File: config.mk
export PLATFORM = sky130hd
export DESIGN_NAME = key_event_tracker_unit
export DESIGN_NICKNAME = d
export VERILOG_FILES = /design/src/rtl/core/ket_pkg.sv /design/src/rtl/core/key_event_tracker_unit.sv /design/src/rtl/core/ket_ctrl.sv /design/src/rtl/core/ket_dp.sv
export SDC_FILE = /design/constraint.sdc
export NUM_CORES = 1
export LEC_CHECK = 0
export BUFFER_PORTS_ARGS = -buffer_cell sky130_fd_sc_hd__buf_2
export CAP_MARGIN = 15
export CELL_PAD_IN_SITES_DETAIL_PLACEMENT = 0
export CELL_PAD_IN_SITES_GLOBAL_PLACEMENT = 1
export CORE_MARGIN = 2
export CORE_UTILIZATION = 48
export DETAILED_ROUTE_END_ITERATION = 12
export PLACE_DENSITY_LB_ADDON = 0.1
export SLEW_MARGIN = 20
export SYNTH_ARGS = -nofsm -noshare
export SYNTH_HDL_FRONTEND = slang
export SYNTH_SLANG_ARGS = --single-unit
File: constraint.sdc
create_clock -name i_clk -period 5.3 [get_ports i_clk]
set_input_delay 0.265 -clock i_clk [delete_from_list [all_inputs] [get_ports i_clk]]
set_output_delay 0.265 -clock i_clk [all_outputs]
set_load 0.02 [all_outputs]
File: src/rtl/core/ket_pkg.sv
// shared types, constants and key code decode for the key event tracker
`timescale 1ns / 1ps

package ket_pkg;

    localparam int unsigned GridCols = 14;
    localparam int unsigned GridRows = 4;
    localparam int unsigned GridKeys = GridCols * GridRows;
    localparam int unsigned KeyIdxW  = $clog2(GridKeys);
    localparam int unsigned ColW     = 4;
    localparam int unsigned RowW     = 2;
    localparam int unsigned CodeW    = 7;
    localparam int unsigned MatCols  = 10;
    localparam int unsigned MatRows  = 13;

    localparam logic [0:0] OpKeyEvent = 1'b0;
    localparam logic [0:0] OpOverflow = 1'b1;

    // controller to datapath
    typedef struct packed {
        logic capture;     // latch raw event word
        logic start_scan;  // copy held set to scan register and clear it
        logic do_evt;      // decode latched event, update held set, emit
        logic do_scan;     // one scan step over the held set
    } t_cmd;

    // datapath to controller
    typedef struct packed {
        logic out_free;    // output register can take a word this cycle
        logic pend_empty;  // nothing left to release
    } t_sts;

    typedef struct packed {
        logic            ok;
        logic [ColW-1:0] col;
        logic [RowW-1:0] row;
    } t_key;

    // code minus one split by ten into matrix row q and column r
    function automatic t_key ket_decode(input logic [CodeW-1:0] code);
        t_key            k;
        logic [CodeW-1:0] idx;
        logic [3:0]      q;
        logic [3:0]      r;
        logic [4:0]      c;
        idx = code - CodeW'(1);
        q   = '0;
        for (int j = 1; j < MatRows; j++) begin
            if (idx >= CodeW'(MatCols * j)) begin
                q = 4'(j);
            end
        end
        r     = 4'(idx - CodeW'(q) * CodeW'(MatCols));
        c     = {q, 1'b0} + ((r > 4'd3) ? 5'd1 : 5'd0);
        k.ok  = (code != '0) && (c < 5'(GridCols));
        k.col = c[ColW-1:0];
        k.row = r[RowW-1:0];
        return k;
    endfunction

endpackage

File: src/rtl/core/key_event_tracker_unit.sv
// top level of the key event tracker
`timescale 1ns / 1ps

// key event tracker: keeps the set of held keys of a 4 by 14 key grid
// input channel: i_valid / o_stall carries one word (i_operation, i_raw_event)
//   operation 0 is a raw key event: bit 7 pressed, bits 6..0 key code from 1
//   operation 1 is an overflow notice: every held key is released
// output channel: o_valid / i_stall carries one word per reported key
//   (o_key_column, o_key_row, o_pressed, o_last_of_run)
// a raw event is latched at accept and decoded in S_EVT once the output register
//   is free, then lands in the output register; a zero code or a key off the
//   grid gives no word and the block goes back to idle
// an overflow copies the held set into a shift register and clears it, then
//   walks one bit per cycle, while the output register is free, up to the
//   highest held key, back to idle once the shift register is empty; one release
//   word per held key in ascending bit order, last_of_run on the final
// the scan advances only while the output register is free, so a stall on
//   the output side holds the walk in place; o_stall is high until the current
//   word is finished, while the output register may still hold an earlier word
// synchronous active-low reset empties the held set and drops o_valid

module key_event_tracker_unit (
    input  logic                        i_clk,
    input  logic                        i_rst_n,
    input  logic                        i_valid,
    output logic                        o_stall,
    input  logic                        i_operation,
    input  logic [7:0]                  i_raw_event,
    output logic                        o_valid,
    input  logic                        i_stall,
    output logic [ket_pkg::ColW-1:0]    o_key_column,
    output logic [ket_pkg::RowW-1:0]    o_key_row,
    output logic                        o_pressed,
    output logic                        o_last_of_run
);

    ket_pkg::t_cmd cmd;
    ket_pkg::t_sts sts;

    // sequencing of event and scan work
    ket_ctrl u_ctrl (
        .i_clk       (i_clk),
        .i_rst_n     (i_rst_n),
        .i_valid     (i_valid),
        .i_operation (i_operation),
        .o_stall     (o_stall),
        .i_sts       (sts),
        .o_cmd       (cmd)
    );

    // held set, decode and output register
    ket_dp u_dp (
        .i_clk         (i_clk),
        .i_rst_n       (i_rst_n),
        .i_cmd         (cmd),
        .o_sts         (sts),
        .i_raw_event   (i_raw_event),
        .i_stall       (i_stall),
        .o_valid       (o_valid),
        .o_key_column  (o_key_column),
        .o_key_row     (o_key_row),
        .o_pressed     (o_pressed),
        .o_last_of_run (o_last_of_run)
    );

endmodule

File: src/rtl/core/ket_ctrl.sv
// controller state machine for the key event tracker
`timescale 1ns / 1ps

module ket_ctrl (
    input  logic            i_clk,
    input  logic            i_rst_n,
    input  logic            i_valid,
    input  logic            i_operation,
    output logic            o_stall,
    input  ket_pkg::t_sts   i_sts,
    output ket_pkg::t_cmd   o_cmd
);

    typedef enum logic [2:0] {
        S_IDLE = 3'b001,
        S_EVT  = 3'b010,
        S_SCAN = 3'b100
    } t_state;

    t_state r_state;
    t_state n_state;

    always_comb begin
        n_state = r_state;
        o_cmd   = '0;
        unique case (r_state)
            S_IDLE: begin
                if (i_valid) begin
                    if (i_operation == ket_pkg::OpOverflow) begin
                        o_cmd.start_scan = 1'b1;
                        n_state          = S_SCAN;
                    end else begin
                        o_cmd.capture = 1'b1;
                        n_state       = S_EVT;
                    end
                end
            end
            S_EVT: begin
                if (i_sts.out_free) begin
                    o_cmd.do_evt = 1'b1;
                    n_state      = S_IDLE;
                end
            end
            S_SCAN: begin
                if (i_sts.out_free) begin
                    if (i_sts.pend_empty) begin
                        n_state = S_IDLE;
                    end else begin
                        o_cmd.do_scan = 1'b1;
                    end
                end
            end
            default: begin
                n_state = S_IDLE;
            end
        endcase
    end

    assign o_stall = (r_state != S_IDLE);

    always_ff @(posedge i_clk) begin
        if (!i_rst_n) begin
            r_state <= S_IDLE;
        end else begin
            r_state <= n_state;
        end
    end

`ifndef SYNTH
    a_scan_ends: assert property (@(posedge i_clk) disable iff (!i_rst_n)
        (r_state == S_SCAN) && i_sts.out_free && i_sts.pend_empty |=> (r_state == S_IDLE))
        else $error("scan did not end on empty set");
`endif

endmodule

File: src/rtl/core/ket_dp.sv
// datapath for the key event tracker: held set, scan register, output register
`timescale 1ns / 1ps

module ket_dp (
    input  logic                        i_clk,
    input  logic                        i_rst_n,
    input  ket_pkg::t_cmd               i_cmd,
    output ket_pkg::t_sts               o_sts,
    input  logic [7:0]                  i_raw_event,
    input  logic                        i_stall,
    output logic                        o_valid,
    output logic [ket_pkg::ColW-1:0]    o_key_column,
    output logic [ket_pkg::RowW-1:0]    o_key_row,
    output logic                        o_pressed,
    output logic                        o_last_of_run
);

    logic [ket_pkg::GridKeys-1:0] r_held;
    logic [ket_pkg::GridKeys-1:0] n_held;
    logic [ket_pkg::GridKeys-1:0] r_pend;
    logic [7:0]                   r_event;
    logic [ket_pkg::ColW-1:0]     r_scol;
    logic [ket_pkg::RowW-1:0]     r_srow;
    logic                         r_ov;
    logic                         n_ov;
    logic [ket_pkg::ColW-1:0]     r_col;
    logic [ket_pkg::RowW-1:0]     r_row;
    logic                         r_down;
    logic                         r_last;
    ket_pkg::t_key                dec;
    logic [ket_pkg::KeyIdxW-1:0]  bidx;
    logic                         ld_evt;
    logic                         ld_scan;

    assign dec     = ket_pkg::ket_decode(r_event[ket_pkg::CodeW-1:0]);
    assign bidx    = ket_pkg::KeyIdxW'(dec.row) * ket_pkg::KeyIdxW'(ket_pkg::GridCols)
                   + ket_pkg::KeyIdxW'(dec.col);
    assign ld_evt  = i_cmd.do_evt && dec.ok;
    assign ld_scan = i_cmd.do_scan && r_pend[0];

    assign o_sts.out_free   = !r_ov || !i_stall;
    assign o_sts.pend_empty = (r_pend == '0);

    always_comb begin
        n_held = r_held;
        if (i_cmd.start_scan) begin
            n_held = '0;
        end else if (ld_evt) begin
            n_held[bidx] = r_event[7];
        end
    end

    always_comb begin
        n_ov = r_ov;
        if (r_ov && !i_stall) begin
            n_ov = 1'b0;
        end
        if (ld_evt || ld_scan) begin
            n_ov = 1'b1;
        end
    end

    always_ff @(posedge i_clk) begin
        if (!i_rst_n) begin
            r_held <= '0;
            r_pend <= '0;
            r_ov   <= 1'b0;
        end else begin
            r_held <= n_held;
            r_ov   <= n_ov;
            if (i_cmd.start_scan) begin
                r_pend <= r_held;
            end else if (i_cmd.do_scan) begin
                r_pend <= r_pend >> 1;
            end
        end
    end

    // scan position and event latch
    always_ff @(posedge i_clk) begin
        if (i_cmd.capture) begin
            r_event <= i_raw_event;
        end
        if (i_cmd.start_scan) begin
            r_scol <= '0;
            r_srow <= '0;
        end else if (i_cmd.do_scan) begin
            if (r_scol == ket_pkg::ColW'(ket_pkg::GridCols - 1)) begin
                r_scol <= '0;
                r_srow <= r_srow + 1'b1;
            end else begin
                r_scol <= r_scol + 1'b1;
            end
        end
    end

    // output word
    always_ff @(posedge i_clk) begin
        if (ld_evt) begin
            r_col  <= dec.col;
            r_row  <= dec.row;
            r_down <= r_event[7];
            r_last <= 1'b1;
        end else if (ld_scan) begin
            r_col  <= r_scol;
            r_row  <= r_srow;
            r_down <= 1'b0;
            r_last <= (r_pend[ket_pkg::GridKeys-1:1] == '0);
        end
    end

    assign o_valid       = r_ov;
    assign o_key_column  = r_col;
    assign o_key_row     = r_row;
    assign o_pressed     = r_down;
    assign o_last_of_run = r_last;

`ifndef SYNTH
    a_held_cleared: assert property (@(posedge i_clk) disable iff (!i_rst_n)
        i_cmd.start_scan |=> (r_held == '0))
        else $error("held set not cleared by overflow");
    a_evt_room: assert property (@(posedge i_clk) disable iff (!i_rst_n)
        (i_cmd.do_evt || i_cmd.do_scan) |-> o_sts.out_free)
        else $error("output word overwritten");
    a_scan_emits: assert property (@(posedge i_clk) disable iff (!i_rst_n)
        ld_scan |=> (r_ov && !r_down))
        else $error("scan hit not emitted as release");
`endif

endmodule

=== Yosys cells after proc, flatten, opt, wreduce, memory -nomap -nowiden ===
Cells that the tools add are included.

* $add $sub $neg: 6
* $mul: 2
* Magnitude comparators: 16
* Equal/unequal tests: 9
* Mux-type cells: 42
* Bitwise operators: 1
* Reduce and logical (&&, ||, !) cells: 18

{| class="wikitable"
|+ Operators with widths
! operator !! count
|-
| 2-to-1 mux 56 bit || 2
|-
| bitwise mux 56 bit || 1
|-
| logical NOT 56 bit || 1
|-
| 2-to-1 mux 4 bit || 14
|-
| logical NOT 55 bit || 1
|-
| greater-or-equal comparator 7 bit (second input constant) || 6
|-
| greater-or-equal comparator 7 x 6 -> 1 bit (second input constant) || 3
|-
| 2-to-1 mux 3 bit || 5
|-
| greater-or-equal comparator 7 x 5 -> 1 bit (second input constant) || 2
|-
| 2-to-1 mux 1 bit || 14
|-
| case mux 3 bit (3 select lines) || 1
|-
| 2-to-1 mux 2 bit || 4
|-
| inequality test 2 bit (second input constant) || 4
|-
| greater-or-equal comparator 7 x 4 -> 1 bit (second input constant) || 1
|-
| less-than comparator 6 x 7 -> 1 bit (second input constant) || 1
|-
| nonzero test 7 bit || 1
|-
| subtractor 7 x 1 -> 7 bit (second input constant) || 1
|-
| adder 6 x 4 -> 6 bit || 1
|-
| demux 1 bit (select 6 bit) || 1
|-
| greater-or-equal comparator 6 x 1 -> 1 bit (second input constant) || 1
|-
| nonzero test 2 bit || 3
|-
| adder 5 bit || 1
|-
| logical AND 1 bit || 5
|-
| less-than comparator 5 x 4 -> 1 bit (second input constant) || 1
|-
| 17 further kinds || 19
|}

* Register bits after elaboration: 138
* Input port bits: 13
* Output and inout port bits: 10
* Word-level logic and storage cells: 105

=== Depth between registers and ports, before layout ===
* Depth in word-level cells: 25
* Mapped depth: 23
* Depth with buffers taken out: 22

=== Hierarchy ===
A second synthesis with hierarchy kept.

* Cell total of the unflattened synthesis: 867
* Area total of the unflattened synthesis: 7305.8 µm²

{| class="wikitable"
|+ Modules (own cells, without submodules)
! module !! times used !! cells an instance !! area each (µm²) !! sequential area each (µm²)
|-
| ket_dp || 1 || 847 || 7114.3 || 2852.7
|-
| ket_ctrl || 1 || 20 || 191.4 || 60.1
|}

=== Worst setup path before layout ===
No wires, ideal clock.

* Path kind: reg-to-reg
* From: register u_dp.r_event[0]
* To: register u_dp.r_held[14] (netlist bit)
* Library setup time: 0.129 ns
* Arrival: 4.615 ns
* Data required time: 5.171 ns
* Slack: 0.556 ns
* Cell stages (with the launch flop): 23
* Buffers on the path: 1
* Clock period less this slack: 4.744 ns
* Cell sequence: edfxtp_1 inv_1 ha_1 buf_2 xnor2_2 inv_1 nor3_1 a211oi_1 a21oi_1 o2111ai_1 ha_1 inv_1 ha_1 inv_1 fa_1 nor2b_1 o21ai_0 xor2_1 nand2_1 nor3b_1 nand2_1 o211ai_1 o31ai_1

* Cells in the longest elaborated chain, start to end: 25
* Elaborated cells on any way between the ends: 42
* Classes of those cells: add/sub (4); mul (2); order compare (16); mux (16); reduce/logical (4)

{| class="wikitable"
|+ RTL lines
! what !! line !! text
|-
| from (decl) || ket_dp.sv:21 || <nowiki>logic [7:0] r_event;</nowiki>
|-
| from (signal assigned) || ket_dp.sv:82 || <nowiki>r_event <= i_raw_event;</nowiki>
|-
| subtractor 7 x 1 -> 7 bit || ket_pkg.sv:46 || <nowiki>idx = code - CodeW'(1);</nowiki>
|-
| greater-or-equal comparator 7 x 4 -> 1 bit || ket_pkg.sv:49 || <nowiki>if (idx >= CodeW'(MatCols * j)) begin</nowiki>
|-
| 2-to-1 mux 1 bit || ket_pkg.sv:49 ||
|-
| 2-to-1 mux 4 bit (11 in a row) || ket_pkg.sv:49 ||
|-
| multiplier 4 x 3 -> 3 bit || ket_pkg.sv:53 || <nowiki>r = 4'(idx - CodeW'(q) * CodeW'(MatCols));</nowiki>
|-
| subtractor 4 bit || ket_pkg.sv:53 ||
|-
| > comparator 4 x 2 -> 1 bit || ket_pkg.sv:54 || <nowiki>c = {q, 1'b0} + ((r > 4'd3) ? 5'd1 : 5'd0);</nowiki>
|-
| 2-to-1 mux 1 bit || ket_pkg.sv:54 ||
|-
| adder 5 bit || ket_pkg.sv:54 ||
|-
| adder 6 x 4 -> 6 bit || ket_dp.sv:37 || <nowiki>+ ket_pkg::KeyIdxW'(dec.col);</nowiki>
|-
| less-than comparator 6 x 7 -> 1 bit (implied by the code) / greater-or-equal comparator 6 x 1 -> 1 bit (equally long branches) || ket_dp.sv:49 || <nowiki>n_held[bidx] = r_event[7];</nowiki>
|-
| logical AND 1 bit (implied by the code) || ket_dp.sv:49 ||
|-
| 2-to-1 mux 1 bit (implied by the code) || ket_dp.sv:49 ||
|-
| demux 1 bit (select 6 bit) || n/a ||
|-
| bitwise mux 56 bit || ket_dp.sv:49 ||
|-
| to (signal assigned) || ket_dp.sv:69 || <nowiki>r_held <= n_held;</nowiki>
|-
| to (decl) || ket_dp.sv:18 || <nowiki>logic [ket_pkg::GridKeys-1:0] r_held;</nowiki>
|}

Several ways; a longest one is shown, not always the timed one.
A chain may end at the register's enable or synchronous reset.

=== Final worst setup path ===
* From: register u_dp.r_event[1]
* To: register u_dp.r_held[24] (netlist bit)

The elaborated chain is that of the path after synthesis.

==> results.cfg <==
[min_path]
worstHoldPathType = primary input to flip-flop
min_path_cells = 1

[setup_path]
arrival_ns = 5.16
critPathMaxStageDelay_ns = 0.45
critical_path_required_ns = 5.57
path_cells = inv_1 > ha_4 > xnor2_2 > inv_1 > nor3_2 > a211oi_1 > a21oi_1 > o2111ai_2 > ha_1 > inv_1 > ha_1 > inv_1 > fa_1 > nor2b_1 > o21ai_0 > xor2_1 > nand2_1 > nor3_1 > buf_4 > nand2_1 > o211ai_1 > o31ai_1
cpMostUsedCell = inv_1
cp-end-kind = flip-flop
reg2reg_depth = 22
cp_max_fo = 10
start_kind = flip-flop
critPathKind = flip-flop to flip-flop
critPathSlowestCell = edfxtp_1

[drt]
post_drt_wl_per_cell_microns = 17.28
post-route-drc-count = 0
drt-vias-per-instance = 5.982
wl_mm = 16.64
first_iter_violations = 605
dr_total_vias = 5761
drt_pass1_iterations = 5
drtAntennaViolNets = 0

[grt]
antenna_found_initial = 0
grt_pass1_vias = 5206
grt-ovfl-total = 0
globalRouteTotalUtil = 0.2278
grt_first_pass_wirelength_mm = 26.97
grt_max_degree = 112

[sta]
fin_skew_ns = 0.01599
layout_worst_path_cycle_share = 0.9224
setup_viol = 0
whs_ns = 0.02457
relSlewSlack = 0.2621
slew_viol_final = 0
hold_viol_final = 0
period_minus_slack_ns = 4.889
worst_pin_slew_ns = 1.107
worst_slack_ns = 0.4111
max_freq_ghz = 0.2045

[synth]
yosys_most_used_dff = dfxtp_1
syn_area_sq_mm = 0.006889
synth.area.top_cells = dfxtp_1, mux2i_1, edfxtp_1
synth_edf_count = 15
ys_ff_latch = 138
ys_warn_count = 0
yosys.cell_types.count = 62
yosysTopAreaCellShare = 0.3574
yosys.area.top_type = dfxtp_1
synth-seq-area-share = 0.4228
syn_avg_cell_area_sq_um = 8.994
syn_nets = 790
synthCells = 766
async_reset_ff_frac = 0

[clocking]
clkTransAtPathRegs_ns = 0.06
post_cts_buffers = 0
cts_num_sinks = 138
clockBufferDepth = 2
h-tree-depth = 4
insertion_delay_ns = 0.42
cts_tree = done
root_buffer = clkbuf_16
cts_made_buffers = 17

[status]
status = complete, no violations

[floorplan]
start_util = 0.4944
rows = 43
die_h_microns = 123.8
coreArea_sq_mm = 0.01393
fp.dieW_microns = 123.8
dieArea_sq_mm = 0.01533
ioPinCount = 23

[final_layout]
syn2layout_area_growth_pct = 13.84
final.fill_count = 1264
antenna_cells = 0
drive_above_1_share = 0.1277
fin_nets = 794

[pwr]
power_density_mw_per_mm2 = 359.5
leakage_nw = 2.857
ir_drop_uv = 221.0
power.total_mw = 2.819

[place]
post-dp-hpwl_mm = 10.08
port_buffers = 22
dp_slack_ns = 0.3752
globalplace.congestion = 0.8994

[job]
maxCapViolCount = 0
## sequential cells by signal, summed over array words and instances, names as in the netlist
| signal | flops |
|---|---|
| u_dp.r_held | 56 |
| u_dp.r_pend | 56 |
| u_dp.r_event | 8 |
| u_dp.o_key_column | 4 |
| u_dp.r_scol | 4 |
| u_ctrl.r_state | 3 |
| u_dp.o_key_row | 2 |
| u_dp.r_srow | 2 |
| u_dp.o_last_of_run | 1 |
| u_dp.o_pressed | 1 |
| u_dp.o_valid | 1 |
## final cells by class
class                      count  area, sq um  share of cell area
multi-input combinational    548         3717              0.4740
inverter                      17        63.81            0.008137
clock buffer                  18        429.2             0.05472
sequential                   138         2913              0.3714
clock inverter                14        171.4             0.02186
tap                          180        225.2             0.02872
timing repair buffer          48        322.8             0.04116
## critical path: cells and delay by family, from the launching register on
family          cells  cell delay [ns]
buf+inv             5             0.72
simple gates        5             0.75
flops               1             0.45
xor+xnor            2             0.69
compound gates      6             0.82
fa+ha+maj           4             1.32
## metal layers
layer / vias to the layer above / part of all wire / GRT usage
li1: 2826 / - / -
met1: 2792 / 0.47 / 0.3182
met2: 122 / 0.47 / 0.3558
met3: 21 / 0.045 / 0.05128
met4: 0 / 0.011 / 0.06037
met5: - / 0 / 0
## final timing paths
| kind | from | slack (ns) | endpoint |
|---|---|---|---|
| hold / removal | i_raw_event[5] | 0.02 | u_dp.r_event[5] |
| setup / recovery | u_dp.r_event[1] | 0.41 | u_dp.r_held[24] |
| hold reg to reg | u_dp.r_held[13] | 0.46 | u_dp.r_held[13] |
| setup reg to reg | u_dp.r_event[1] | 0.41 | u_dp.r_held[24] |
## cells in the mapped netlist (4+ instances only)
master	number
a211oi_1	56
a21oi_1	14
a31oi_1	5
buf_2	8
buf_6	4
clkbuf_1	51
dfxtp_1	123
edfxtp_1	15
ha_1	9
inv_1	17
mux2_2	4
mux2i_1	82
nand2_1	81
nand3_1	37
nand4_1	5
nor2_1	80
nor2b_1	6
nor3_1	13
nor4_1	16
o211ai_1	31
o21ai_0	13
o31ai_1	28
xnor2_1	5
xor2_1	5
## timing repair
item,4_1_cts,5_1_grt
endpoints found under the hold margin,0,2
endpoints found under the setup margin,0,56
resized for setup,0,7
hold buffers,0,2
## power by group
part | switching [mW] | internal (mW) | total, mW
Sequential | 0.0381 | 1.10 | 1.14
Combinational | 0.326 | 0.158 | 0.484
Clock | 0.456 | 0.742 | 1.20
Total | 0.821 | 2.00 | 2.82
## cell usage in the layout, fill, tap and decap left out, types with 22 or more instances in the layout
cell	n
mux2i_1	82
buf_4	23
dfxtp_1	123
nor2_1	78
o211ai_1	31
nand2_1	80
nand3_1	36
a211oi_1	56
buf_2	22
o31ai_1	28
## logic make-up after synthesis
| family | share of synthesized area |
|---|---|
| AOI/OAI and AO/OA | 0.1847 |
| adders and majority gates | 0.02216 |
| buffers and inverters | 0.04940 |
| and+or+nand+nor | 0.1782 |
| muxes | 0.1277 |
| xor gates and xnor gates | 0.01507 |
| DFF | 0.4228 |
## per-stage QoR
stage	cells	area, sq um	utilization	TNS (ns)
after floorplan	766	6889	-	0
after global placement	929	7183	0.5155	0
after detailed placement	929	7183	0.5155	0
after CTS	961	7784	0.5586	0
after global routing	963	7843	0.5628	-0.04375
final	963	7843	0.5628	0
Note: power is estimated with default switching activity, not from simulation.
